==> src/rtl/lsu_pkg.sv <==
// ----------------------------------------------------------------------------
// lsu_pkg
// Shared types and constants of the MIPS load/store unit: item structs,
// opcodes, exception codes, memory geometry and the sequencer states.
// ----------------------------------------------------------------------------
package lsu_pkg;

    localparam int MEM_DOUBLEWORDS = 256;
    localparam int MEM_IDX_W       = $clog2(MEM_DOUBLEWORDS);

    localparam logic [4:0] OP_LB  = 5'd0;
    localparam logic [4:0] OP_LBU = 5'd1;
    localparam logic [4:0] OP_LH  = 5'd2;
    localparam logic [4:0] OP_LHU = 5'd3;
    localparam logic [4:0] OP_LW  = 5'd4;
    localparam logic [4:0] OP_LWU = 5'd5;
    localparam logic [4:0] OP_LD  = 5'd6;
    localparam logic [4:0] OP_LL  = 5'd7;
    localparam logic [4:0] OP_LWL = 5'd8;
    localparam logic [4:0] OP_LWR = 5'd9;
    localparam logic [4:0] OP_LDL = 5'd10;
    localparam logic [4:0] OP_LDR = 5'd11;
    localparam logic [4:0] OP_SB  = 5'd12;
    localparam logic [4:0] OP_SH  = 5'd13;
    localparam logic [4:0] OP_SW  = 5'd14;
    localparam logic [4:0] OP_SD  = 5'd15;
    localparam logic [4:0] OP_SC  = 5'd16;
    localparam logic [4:0] OP_SWL = 5'd17;
    localparam logic [4:0] OP_SWR = 5'd18;
    localparam logic [4:0] OP_SDL = 5'd19;
    localparam logic [4:0] OP_SDR = 5'd20;

    localparam logic [1:0] EXC_NONE = 2'd0;
    localparam logic [1:0] EXC_ADEL = 2'd1;
    localparam logic [1:0] EXC_ADES = 2'd2;
    localparam logic [1:0] EXC_RI   = 2'd3;

    localparam logic REG_MODE64 = 1'b0;
    localparam logic REG_KERNEL = 1'b1;

    localparam logic [63:0] ALL64 = 64'hFFFF_FFFF_FFFF_FFFF;
    localparam logic [31:0] LOW32 = 32'hFFFF_FFFF;

    typedef struct packed {
        logic [4:0]         op;
        logic [63:0]        base_value;
        logic signed [15:0] offset;
        logic [63:0]        reg_old;
    } t_lsu_in;

    typedef struct packed {
        logic [63:0] reg_value;
        logic        write_reg;
        logic [1:0]  exception;
        logic [63:0] fault_address;
    } t_lsu_out;

    typedef struct packed {
        logic [63:0] reg_value;
        logic        write_reg;
        logic [1:0]  exception;
        logic        mem_we;
        logic [63:0] mem_wdata;
        logic        link_set;
    } t_lsu_exec_res;

    typedef struct packed {
        logic mode64;
        logic kernel_mode;
    } t_lsu_cfg;

    typedef enum logic [1:0] {
        S_IDLE,
        S_ADDR,
        S_EXEC
    } t_lsu_state;

endpackage

==> src/rtl/lsu_cfg.sv <==
// ----------------------------------------------------------------------------
// lsu_cfg
// Configuration registers behind the APB-style port: addressing mode and
// operating mode.
// ----------------------------------------------------------------------------
module lsu_cfg
    import lsu_pkg::*;
(
    input  logic        i_clk,
    input  logic        i_rst_n,
    input  logic        psel,
    input  logic        penable,
    input  logic        pwrite,
    input  logic [2:0]  paddr,
    input  logic [31:0] pwdata,
    output logic [31:0] prdata,
    output logic        pready,
    output t_lsu_cfg    o_cfg
);

    logic r_mode64;
    logic r_kernel;
    logic wr_en;

    assign pready = 1'b1;
    assign wr_en  = psel && penable && pwrite && pready;

    always_ff @(posedge i_clk) begin
        if (!i_rst_n) begin
            r_mode64 <= 1'b0;
            r_kernel <= 1'b1;
        end else if (wr_en) begin
            if (paddr[2] == REG_MODE64) begin
                r_mode64 <= pwdata[0];
            end else begin
                r_kernel <= pwdata[0];
            end
        end
    end

    assign prdata = (paddr[2] == REG_MODE64) ? {31'd0, r_mode64} : {31'd0, r_kernel};

    assign o_cfg.mode64      = r_mode64;
    assign o_cfg.kernel_mode = r_kernel;

endmodule

==> config.mk <==
export PLATFORM = sky130hd
export DESIGN_NAME = lsu_cfg
export DESIGN_NICKNAME = d
export VERILOG_FILES = /design/src/rtl/lsu_pkg.sv /design/src/rtl/lsu_cfg.sv
export SDC_FILE = /design/constraint.sdc
export NUM_CORES = 1
export LEC_CHECK = 0
export ABC_AREA = 1
export CORE_AREA = 5 5 42 44
export DETAILED_ROUTE_END_ITERATION = 8
export DIE_AREA = 0 0 47 49
export DONT_BUFFER_PORTS = 1
export PLACE_DENSITY_LB_ADDON = 0.2
export SYNTH_ARGS = -nofsm -noshare
export SYNTH_HDL_FRONTEND = slang
export SYNTH_SLANG_ARGS = --single-unit
==> constraint.sdc <==
create_clock -name i_clk -period 0.8 [get_ports i_clk]
set_clock_uncertainty 0.05 [all_clocks]
set_input_delay 0.16 -clock i_clk [delete_from_list [all_inputs] [get_ports i_clk]]
set_output_delay 0.16 -clock i_clk [all_outputs]
set_load 0.01 [all_outputs]
==> results.ini, run 1 <==
[global_routing]
grt-ovfl-total = 0
grt_use_total_pct = 4.92
grt_pass1_wl_um = 745
grt_pass1_vias = 195
antenna_found_initial = 0
grt_max_degree = 5

[worst_setup_path]
arrival_ns = 0.69
required_ns = 0.59
cp-start-kind = register
ff2ff_path_depth = 3
ff2ff_setup_slack_ns = 0.07
crit_type = reg -> out
r2r-start = r_mode64
worst_r2r_endpoint = r_mode64
critPathMaxFanout = 3
setup.worst_path.end_class = primary output

[floorplanning]
dieArea_sq_um = 2300
initial_core_util_pct = 27.2
ios = 75
die_h_um = 49
row_count = 14
coreArea_sq_um = 1400
fp.dieW_um = 47

[finish]
regArea_sq_um = 42.5
drive_above_1_share_pct = 26.3
syn_to_final_growth_pct = -15.1
antenna_cells = 0
final_nets = 99
multi_input_area_sq_um = 193
final_common_cell = conb_1
layout_common_cells = conb_1, nand2_1
fill_cells = 170

[timing]
maxSlewViolCount = 0
worst_slack_ns = -0.0961
max_freq_mhz = 1120
finalHoldViolCount = 0
rsz0062_at_grt = yes
setup_viol = 3
fin_crit_sh_pct = 112
min_period_ns = 0.896

[synthesis]
synth_adder_area_share_pct = 0
synth_seq_cells = 2
netlist_instances = 54
syn_area_sq_um = 382
synth_xor_area_share_pct = 0
synth_mux_area_share_pct = 0
ys_types = 11
synth_top_family_by_area = buffers and inverters
synth_compound_area_share_pct = 2.30
avgSynthCellArea_sq_um = 7.07
ys_seq_area_share_pct = 10.5
yosys.area_share.simple_pct = 15.4
yosys_warnings = 0

[routing]
wl_per_cell_um = 7.47
firstDrtPassIters = 4
route.detailed.drc = 0
vias = 215
vias_per_cell = 2.95
routed_wirelength_um = 545
detail-route-antenna-nets = 0
drtIter0Drc = 2

[placement]
place_ws_ns = 0.0701
gp_congestion = 0.536
hpwlAfterDp_um = 486
port_buffers = 0

[worst_hold_path]
min_path_type = in -> reg
hold_start = pwdata[0]
min_to = r_kernel
hold_depth = 2

[clock_network]
cts_tree = built
cts-root-buf = clkbuf_4
cts.path.max_buffers = 2
clk_pin_slew_ns = 0.03
cts-buffers-inserted = 3
clk_latency_ns = 0.22
clock-sinks = 2
htreeDepth = 1

[flow_run]
maxCapViolCount = 0

[power_and_ir_drop]
total_power_w = 0.000439
p_leak_nw = 0.206
power_density_nw_per_um2 = 1350
irDropWorstVdd_uv = 223

[run_status]
status = finished with violations
violations = negative setup slack

-- sequential cells by signal, summed over array words and instances (netlist names) --
| register | count |
|---|---|
| r_kernel | 1 |
| r_mode64 | 1 |
-- worst max-delay path, cell delays in order, from the launching register on --
cell and delay, ns:
dfxtp_2 0.33, nand2_2 0.05, nand2_2 0.08
-- cells by family after synthesis --
family	Yosys count
buf+inv	37
flops	2
other cells	2
compound gates	1
simple gates	12
-- power by group --
group	leakage [nW]	internal, W	switching (W)	total (W)
registers	0.0163	0.000105	0.00000281	0.000108
clock network	0.0138	0.000165	0.0000508	0.000216
logic	0.175	0.0000220	0.0000935	0.000116
total	0.206	0.000292	0.000147	0.000439
-- cells in the mapped netlist --
cell	n	share of area (%)
a21oi_2	1	2.3
buf_4	34	67
conb_1	2	2.0
dfxtp_1	2	10
inv_1	1	0.98
inv_2	2	2.0
nand2_1	6	5.9
nand2_2	1	1.6
nand3_1	3	3.9
nor2_1	1	0.98
nor2_4	1	3.0
-- layer usage --
metal | wire length (um) | vias up | GRT usage (%) | part of all wire [%]
li1 | - | 102 | - | -
met1 | 134 | 94 | 3.71 | 25
met5 | 0 | - | 0 | 0
met3 | 110 | 0 | 3.69 | 20
met2 | 300 | 19 | 7.01 | 55
met4 | 0 | 0 | 5.53 | 0
-- stage by stage --
step	hold slack (ns)	utilization (%)	std cells	setup TNS [ns]	area [sq um]
finish	0.0563	23.1	73	-0.258	324
global route	0.0667	23.1	73	-0.358	324
CTS	0.0514	22.9	73	-0.290	322
detailed placement	0.211	19.6	68	0	274
global placement	0.211	19.6	68	0	274
floorplan	0.195	-	84	0	494
-- layout make-up --
type	count	share of cell area (%)
flip-flops and latches	2	13.1
well taps	16	6.18
inverters	3	3.47
clock buffers	3	6.95
repair buffers	4	10.8
multi-input cells	45	59.5
-- worst max path at each step --
stage / cells after the start / slack (ns) / to / from
floorplan: 2 / 0.11 / prdata[0] / r_mode64
global placement: 2 / 0.06 / prdata[0] / r_mode64
detailed placement: 2 / 0.07 / prdata[0] / r_mode64
CTS: 2 / -0.10 / prdata[0] / r_kernel
global route: 2 / -0.13 / prdata[0] / r_kernel
finish: 2 / -0.1 / prdata[0] / r_kernel
-- repair_timing --
item / in CTS / in global routing
setup buffers: 1 / 0
endpoints found under the setup margin: 3 / 4
hold buffers: 1 / 0
resized for setup: 4 / 1
pin swaps: 2 / 2
endpoints found under the hold margin: 2 / 0
Power figures use the tool's default switching activity.
==> inputs of run 2 (changes only) <==
CELL_PAD_IN_SITES_DETAIL_PLACEMENT = 2   (was not set)
CELL_PAD_IN_SITES_GLOBAL_PLACEMENT = 2   (was not set)
CORE_AREA = not set   (was 5 5 42 44)
CORE_MARGIN = 5   (was not set)
CORE_UTILIZATION = 20   (was not set)
DIE_AREA = not set   (was 0 0 47 49)
==> run 2 against run 1 <==
The flow still finishes with violations (negative setup slack). Final area up 4.6%. Combinational power about the same. Global-route usage down 0.24 points. Register-to-register slack worse by 0.02 ns. Clock power about the same. Largest power group unchanged. Sequential share of layout area down 0.58 points. Maximum frequency down 0.19%. Final cell count up 12%. Largest cell class unchanged. Via count down 0.47%.
==> results.ini, run 2 (same netlist as run 1, synthesis figures left out) <==
[clock_network]
cts_tree = built
cts-root-buf = clkbuf_4
htreeDepth = 1  ; unchanged
clk_latency_ns = 0.22  ; about the same
cts.path.max_buffers = 2  ; unchanged
clock-sinks = 2  ; unchanged
clk_pin_slew_ns = 0.03  ; about the same
cts-buffers-inserted = 3  ; unchanged

[timing]
rsz0062_at_grt = yes
max_freq_mhz = 1110  ; -0.19%
fin_crit_sh_pct = 112  ; +0.21 points
finalHoldViolCount = 0  ; unchanged
min_period_ns = 0.898  ; +0.00168 ns
worst_slack_ns = -0.0978  ; -0.00168 ns
maxSlewViolCount = 0  ; unchanged
setup_viol = 3  ; unchanged

[placement]
gp_congestion = 0.524  ; -2.3%
place_area_sq_um = 285  ; +4.1%
dp.cells = 77  ; +13%
port_buffers = 0  ; unchanged
hpwlAfterDp_um = 603  ; +24%
place_ws_ns = 0.0691  ; -0.000974 ns

[power_and_ir_drop]
total_power_w = 0.000440  ; +0.28%
p_leak_nw = 0.198  ; -3.9%
irDropWorstVdd_uv = 156  ; -30%
power_density_nw_per_um2 = 1300  ; -4.2%

[run_status]
violations = negative setup slack
status = finished with violations

[global_routing]
grt-ovfl-total = 0  ; unchanged
antenna_found_initial = 0  ; unchanged
grt_pass1_vias = 243  ; +25%
grt_pass1_wl_um = 924  ; +24%
grt_max_degree = 5  ; unchanged
grt_use_total_pct = 4.68  ; -0.24 points

[finish]
finalInstanceArea_sq_um = 339  ; +4.6%
final_nets = 99  ; unchanged
biggestRegsByFlops = r_kernel (1), r_mode64 (1)
final_common_cell = conb_1
fin_util_pct = 19.2  ; -3.9 points
layout_common_cells = conb_1, nand2_2, nand2_1, nand3_1, clkbuf_4
antenna_cells = 0  ; unchanged
syn_to_final_growth_pct = -11.1
drive_above_1_share_pct = 28.1  ; +1.8 points
stdcell_count = 82  ; +12%

[routing]
vias_per_cell = 2.61  ; -11%
drtIter0Drc = 0  ; -2
wl_per_cell_um = 8.15  ; +9.1%
firstDrtPassIters = 1  ; -3
detail-route-antenna-nets = 0  ; unchanged
route.detailed.drc = 0  ; unchanged
routed_wirelength_um = 668  ; +23%
vias = 214  ; -0.47%

[worst_setup_path]
worst_r2r_endpoint = r_mode64
cp-start-kind = register
path_delay_family = flip-flops
critical_path_buf_inv_count = 0  ; unchanged
ff2ff_path_depth = 3  ; unchanged
crit_top_cell = nand2_2
cp_cell_sequence = nand2_2, nand2_2
required_ns = 0.59  ; about the same
crit_type = reg -> out
slowest_delay_ns = 0.34  ; about the same
r2r-start = r_mode64
arrival_ns = 0.69  ; about the same
ff2ff_setup_slack_ns = 0.05  ; -0.02 ns
crit_path_top_delay_cell = dfxtp_2
setup.worst_path.end_class = primary output
critPathMaxFanout = 3  ; unchanged

[worst_hold_path]
min_path_type = in -> reg
hold_start = i_rst_n
min_to = r_mode64
hold_depth = 2  ; unchanged

[flow_run]
maxCapViolCount = 0  ; unchanged

[floorplanning]
row_count = 15  ; +1
coreArea_sq_um = 1760  ; +26%
dieArea_sq_um = 2880  ; +25%
ios = 75  ; unchanged
initial_core_util_pct = 21.6  ; -5.6 points
fp.dieW_um = 53.7  ; +14%
die_h_um = 53.7  ; +9.6%

-- run 2: changes by cell type in the layout (fill, tap and decap cells not counted), sizes merged --
cell | before | now
dlygate4sd3 | 0 | 1
dlymetal6s4s | 1 | 0
-- run 2: repair_timing --
item | 4_1_cts | 5_1_grt
gates resized for setup | 4 | 2
hold buffers | 1 | 0
endpoints found under the hold margin | 1 | 0
cloned | 0 | 0
buffers inserted | 1 | 0
pin swaps | 2 | 1
endpoints found under the setup margin | 3 | 3
-- run 2: report_power, final --
| part | internal (W) | switching [W] | leakage, nW | total [W] |
|---|---|---|---|---|
| registers | 0.000105 | 0.00000336 | 0.0163 | 0.000108 |
| clock network | 0.000165 | 0.0000495 | 0.0138 | 0.000214 |
| logic | 0.0000225 | 0.0000951 | 0.167 | 0.000118 |
-- run 2: layout make-up --
cell class | count | area [sq um]
clock buffers | 3 | 22.5
fillers | 235 | 1430
inverters | 3 | 11.3
multi-input cells | 45 | 195
flip-flops and latches | 2 | 42.5
well taps | 25 | 31.3
repair buffers | 4 | 36.3
-- run 2: stage by stage --
step	hold WS, ns	setup TNS, ns
global route	0.00579	-0.361
detailed placement	0.209	0
global placement	0.200	0
finish	0.0105	-0.255
CTS	0.00302	-0.291
floorplan	0.195	0
-- run 2: worst max-delay path by stage --
| stage | depth (start not counted) | from | end |
|---|---|---|---|
| global route | 2 | r_kernel | prdata[0] |
| detailed placement | 2 | r_mode64 | prdata[0] |
| finish | 2 | r_mode64 | prdata[0] |
| global placement | 2 | r_mode64 | prdata[0] |
| floorplan | 2 | r_mode64 | prdata[0] |
| CTS | 2 | r_mode64 | prdata[0] |
-- run 2: per-layer routing --
layer / up-vias / wire [um] / GRT usage (%)
met4: 0 / 0 / 6.38
met1: 91 / 225 / 4.58
met5: - / 0 / 0
li1: 102 / - / -
met2: 21 / 346 / 6.85
met3: 0 / 97 / 1.39
-- run 2: worst register-to-register path, cell delays in order (launching register included) --
cell and delay [ns]:
dfxtp_2 0.32, buf_4 0.13, a21oi_2 0.09, nor2_1 0.05
